## config.mk

```make
export PLATFORM = sky130hd
export DESIGN_NAME = pidff_cfg
export DESIGN_NICKNAME = d
export VERILOG_FILES = /design/src/rtl/core/pidff_pkg.sv /design/src/rtl/core/pidff_cfg.sv
export SDC_FILE = /design/constraint.sdc
export NUM_CORES = 1
export LEC_CHECK = 0
export BUFFER_PORTS_ARGS = -buffer_cell sky130_fd_sc_hd__clkbuf_2
export CORE_AREA = 2 2 117 148
export DETAILED_ROUTE_END_ITERATION = 8
export DIE_AREA = 0 0 119 150
export PLACE_DENSITY_LB_ADDON = 0.05
export SYNTH_ARGS = -nofsm -noshare
export SYNTH_HDL_FRONTEND = slang
export SYNTH_SLANG_ARGS = --single-unit
```

## constraint.sdc

```tcl
create_clock -name clk -period 1.58 [get_ports clk]
set_clock_uncertainty 0.05 [all_clocks]
set_input_delay 0.158 -clock clk [delete_from_list [all_inputs] [get_ports clk]]
set_output_delay 0.158 -clock clk [all_outputs]
set_load 0.005 [all_outputs]
```

## src/rtl/core/pidff_pkg.sv

```systemverilog
`default_nettype none

package pidff_pkg;

	// Field widths
	localparam int GAIN_W  = 24;
	localparam int DATA_W  = 32;
	localparam int CFG_IDX_W = 3;

	// Internal datapath widths
	localparam int ERR_W   = DATA_W + 1;           // setpoint - measured
	localparam int DELTA_W = ERR_W + 1;            // error difference
	localparam int FRAC_W  = 16;                   // Q.16 scaling
	localparam int PPROD_W = ERR_W + GAIN_W + 1;   // signed err * unsigned gain
	localparam int DPROD_W = DELTA_W + GAIN_W + 1;
	localparam int PTERM_W = PPROD_W - FRAC_W;
	localparam int DTERM_W = DPROD_W - FRAC_W;
	localparam int INTEG_W = 48;
	localparam int PDF_W   = DTERM_W + 2;          // P + D + feedforward
	localparam int SUM_W   = INTEG_W + 1;          // full output sum

	// Reset values of the limits: 1000.0 and 150.0 in Q16.16
	localparam logic signed [DATA_W-1:0] UPPER_RESET = 32'sd65536000;
	localparam logic signed [DATA_W-1:0] FLOOR_RESET = 32'sd9830400;

	localparam logic signed [INTEG_W-1:0] INTEG_MAX = {1'b0, {(INTEG_W-1){1'b1}}};
	localparam logic signed [INTEG_W-1:0] INTEG_MIN = {1'b1, {(INTEG_W-1){1'b0}}};

	// Register map
	typedef enum logic [CFG_IDX_W-1:0] {
		REG_KP          = 3'd0,
		REG_KI          = 3'd1,
		REG_KD          = 3'd2,
		REG_UPPER_LIMIT = 3'd3,
		REG_LOWER_FLOOR = 3'd4,
		REG_DERIV_MODE  = 3'd5,
		REG_FIXED_DELTA = 3'd6
	} cfg_reg_t;

	// Item commands
	localparam logic CMD_STEP  = 1'b0;
	localparam logic CMD_CLEAR = 1'b1;

	// Derivative modes
	localparam logic MODE_SPEED = 1'b0;
	localparam logic MODE_ANGLE = 1'b1;

	// Clamp status codes
	typedef enum logic [1:0] {
		LIM_NONE  = 2'd0,
		LIM_CEIL  = 2'd1,
		LIM_FLOOR = 2'd2
	} limit_t;

	typedef struct packed {
		logic [GAIN_W-1:0]        kp;
		logic [GAIN_W-1:0]        ki;
		logic [GAIN_W-1:0]        kd;
		logic signed [DATA_W-1:0] upper_limit;
		logic signed [DATA_W-1:0] lower_floor;
		logic                     derivative_mode;
		logic signed [DATA_W-1:0] fixed_delta;
	} cfg_t;

	typedef struct packed {
		logic                     cmd;
		logic signed [DATA_W-1:0] setpoint;
		logic signed [DATA_W-1:0] measured;
		logic signed [DATA_W-1:0] feedforward;
	} in_item_t;

	typedef struct packed {
		logic signed [DATA_W-1:0] drive;
		logic [1:0]               limit_hit;
	} out_item_t;

endpackage

`default_nettype wire

```

## src/rtl/core/pidff_cfg.sv

```systemverilog
`default_nettype none

module pidff_cfg (
	input  wire                                 clk,
	input  wire                                 arst_n,
	input  wire                                 cfg_we,
	input  wire  [pidff_pkg::CFG_IDX_W-1:0]     cfg_idx,
	input  wire  [pidff_pkg::DATA_W-1:0]        cfg_wdata,
	output pidff_pkg::cfg_t                     cfg
);

	pidff_pkg::cfg_t cfg_q;

	always_ff @(posedge clk or negedge arst_n) begin
		if (!arst_n) begin
			cfg_q.kp              <= '0;
			cfg_q.ki              <= '0;
			cfg_q.kd              <= '0;
			cfg_q.upper_limit     <= pidff_pkg::UPPER_RESET;
			cfg_q.lower_floor     <= pidff_pkg::FLOOR_RESET;
			cfg_q.derivative_mode <= pidff_pkg::MODE_SPEED;
			cfg_q.fixed_delta     <= '0;
		end else if (cfg_we) begin
			unique case (cfg_idx)
				pidff_pkg::REG_KP:          cfg_q.kp <= cfg_wdata[pidff_pkg::GAIN_W-1:0];
				pidff_pkg::REG_KI:          cfg_q.ki <= cfg_wdata[pidff_pkg::GAIN_W-1:0];
				pidff_pkg::REG_KD:          cfg_q.kd <= cfg_wdata[pidff_pkg::GAIN_W-1:0];
				pidff_pkg::REG_UPPER_LIMIT: cfg_q.upper_limit <= $signed(cfg_wdata);
				pidff_pkg::REG_LOWER_FLOOR: cfg_q.lower_floor <= $signed(cfg_wdata);
				pidff_pkg::REG_DERIV_MODE:  cfg_q.derivative_mode <= cfg_wdata[0];
				pidff_pkg::REG_FIXED_DELTA: cfg_q.fixed_delta <= $signed(cfg_wdata);
				default: ; // unmapped index: ignored
			endcase
		end
	end

	assign cfg = cfg_q;

endmodule

`default_nettype wire

```

Yosys cells after proc, flatten, opt, wreduce, memory -nomap -nowiden
Cells that the tools add are included. W data, S select, Z words.

Input bits: 38. Word-level logic and storage cells: 21. Output and inout port bits: 169. Register bits: 169.

Reductions and logical operators: 8. Eq/ne operators: 6.

Operators by type and width (number): $reduce_and A2 Y1 (7); $eq A3 B3 Y1 const B (3); $eq A3 B2 Y1 const B (2); $eq A3 B1 Y1 const B (1); $logic_not A3 Y1 (1).

Logic depth before layout (Yosys ltp)
Depth in word-level cells: 2. Gate-level depth with buffers: 5.

Least setup slack after synthesis
OpenSTA, ideal clock, no wires.

Path type: input -> register. From: input port cfg_idx[1] in the netlist's numbering. To: register cfg_q, in the netlist cfg[158]. Setup time: 125 ps. Stages: 4. Path slack: 168 ps. Arrival: 1237 ps. Required time: 1405 ps. Cell sequence: buf_2 > nor4b_4 > buf_6 > mux2_2.

Longest elaborated chain between the ends: 2.

RTL lines: start, declared (RTL line pidff_cfg.sv:7) `input wire [pidff_pkg::CFG_IDX_W-1:0] cfg_idx,`; $logic_not A3 Y1 (RTL line pidff_cfg.sv:24) `unique case (cfg_idx)`; $reduce_and A2 Y1 (no line); end, declared (RTL line pidff_cfg.sv:12) `pidff_pkg::cfg_t cfg_q;`.

Every way passes these cells. A chain may end at the register's enable or synchronous reset.

Final worst setup path
From: register cfg_q, in the netlist cfg[56]. To: output port cfg[56] in the netlist's numbering.

RTL lines: end, declared (RTL line pidff_cfg.sv:9) `output pidff_pkg::cfg_t cfg`.

No word-level cell between the ends.

==> results.cfg <==
[placement]
dp_slack_ns = 0.0209
gp_congestion = 0.758
dp_hpwl_um = 10700
io_buffers = 206
post_dp_cell_area_um2 = 7910

[grt]
grt-ovfl-total = 0
grtUsageTotal_pct = 17.6
grt_start_max_net_pins = 40
grt_pass1_wl_um = 23800
grt_pass1_vias = 4252
antenna_found_initial = 0

[logic_synthesis]
syn_inst = 364
synth_area_per_cell_um2 = 17.7
ys_seq_area_share_pct = 65.7
synth_cell_types = 11
synth_seq_cells = 169
syn-cell-area_um2 = 6450
synth_nets = 402
yosys_warnings = 0

[min_path]
hp-class = primary input to register
min-delay-start = cfg_wdata[12]
hold_depth = 2

[detailed_routing]
ant_nets = 0
drc = 0
first_iter_violations = 128
avgRoutedWirePerCell_um = 17.9
dr_total_vias = 4012
wl_um = 15200
dr.pass1.iters = 4
route.detailed.vias_per_inst = 4.73

[critical_path]
critical_path.startpoint = cfg[56]
crit_slowest_cell = dfstp_2
worst-path-buf-inv = 1
slowest_delay_ns = 0.54
start_kind = register
cp_max_fo = 2
reg2regPathDepth = 1
r2r_start = cfg[125]
cp_cell_sequence = clkbuf_2
crit_type = register to primary output
cp.arrival_ns = 1.06
crit_cells = 1
crit_family = flip-flops
cp.required_ns = 1.37
worstSetupEndpointType = primary output

[clock_network]
clk_path_buf_depth = 2
cts_tree = built
cts-root-buf = clkbuf_16
htreeDepth = 4
cts.clk_slew.worst_paths_ns = 0.06
cts_buffers = 17
clock_latency_ns = 0.41
ctsResizeCount = 0
clock-sinks = 169

[cells_and_area]
antenna_cells = 0
multi_input_area_um2 = 2090
drive_gt1_share_pct = 64.8
fin_nets = 653
fillers = 1418
regArea_um2 = 4240
area_growth_pct = 35.5
largest_register_ffs = 169
stdcell_area_um2 = 8740

[power_and_ir_drop]
pwr-share-clk_pct = 32.3
ir_drop_uv = 711
pwr-share-seq_pct = 47.6
switching_share_pct = 25.7
p_sw_mw = 3.15
total_power_mw = 12.2
power_frac_comb_pct = 20.1
p_leak_nw = 4.21
p_int_mw = 9.09
power.density_nw_per_um2 = 1400

[die]
ios = 207
fp.dieH_um = 150
rows = 53
fp.dieW_um = 119
core_um2 = 16500
start_util_pct = 39.1
die_area_um2 = 17900

[timing]
min_period_ns = 1.27
tightest_slew_ns = 0.409
max_freq_ghz = 0.789
relSlewSlack_pct = 72.7
slew_viol_final = 0
tns_ns = 0
whs_ns = 0.0230
setup_violations = 0
rsz0062_at_grt = no
final-hold-violation-count = 0
setup_ws_ns = 0.313
finalCritPeriodShare_pct = 80.2

[flow_run]
max_cap_violations = 0

[status]
status = finished clean
## cell usage after synthesis (all sizes together)
| cell | instances | area (um^2) |
|---|---|---|
| mux2 | 169 | 1980 |
| nand4b | 3 | 26.3 |
| nor4bb | 2 | 20.0 |
| buf | 19 | 151 |
| and4bb | 1 | 12.5 |
| dfstp | 10 | 263 |
| dfrtp | 159 | 3980 |
| nor4b | 1 | 23.8 |
## final timing paths
path / end / slack [ns]
max in group asynchronous: cfg[50] / 0.69
worst max-delay path: cfg[56] / 0.31
worst min register to register: cfg[131] / 0.44
worst max register to register: cfg[125] / 0.73
worst min-delay path: cfg[133] / 0.02
min in group asynchronous: cfg[24] / 0.17
## through the flow
| step | util (%) | std cells |
|---|---|---|
| finish | 53.0 | 848 |
| global route | 53.0 | 848 |
| CTS | 53.0 | 848 |
| detailed placement | 47.9 | 789 |
| global placement | 47.9 | 789 |
| floorplan | - | 364 |
## routing by layer
metal,share of wire (%),vias to the layer above,GRT usage (%)
li1,-,1797,-
met3,6.0,18,5.72
met2,50,127,29.3
met1,43,2070,21.6
met5,0,-,0
met4,1.7,0,6.25
## cell families after synthesis
family        share of synthesized area [%]
buf+inv                                2.35
flops                                  65.7
mux                                    30.7
simple gates                           1.28
## repair_timing
item | 4_1_cts | 5_1_grt
setup buffers | 0 | 0
setup endpoints to repair | 0 | 0
endpoints found under the hold margin | 244 | 0
hold buffers | 27 | 0
## power by group through the flow
stage	registers (mW)	clock network (mW)	logic [mW]
CTS	5.83	4.09	2.55
global placement	5.87	0	2.44
detailed placement	5.90	0	2.49
finish	5.82	3.96	2.47
floorplan	5.93	0	0.938
global route	5.94	4.28	2.71
## cell type report
type,count,area share (%)
Clock buffer,22,5.42
Clock inverter,10,1.09
Multi-Input combinational cell,176,23.9
Sequential cell,169,48.5
Tap cell,220,3.15
Timing Repair Buffer,251,17.9
## cells in the final DEF, fill, tap and decap left out
master and instances:
and4bb_2 1, buf_12 10, buf_4 8, buf_6 1
bufinv_16 1, clkbuf_1 2, clkbuf_16 17, clkbuf_2 205
clkbuf_8 3, clkinv_2 3, clkinv_4 4, clkinvlp_4 2
dfrtp_1 159, dfstp_2 10, dlygate4sd3_1 27, mux2_1 30
mux2_2 119, mux2_4 20, nand4b_1 3, nor4b_4 1
nor4bb_4 2
No activity file was read; power rests on OpenSTA's default activity.
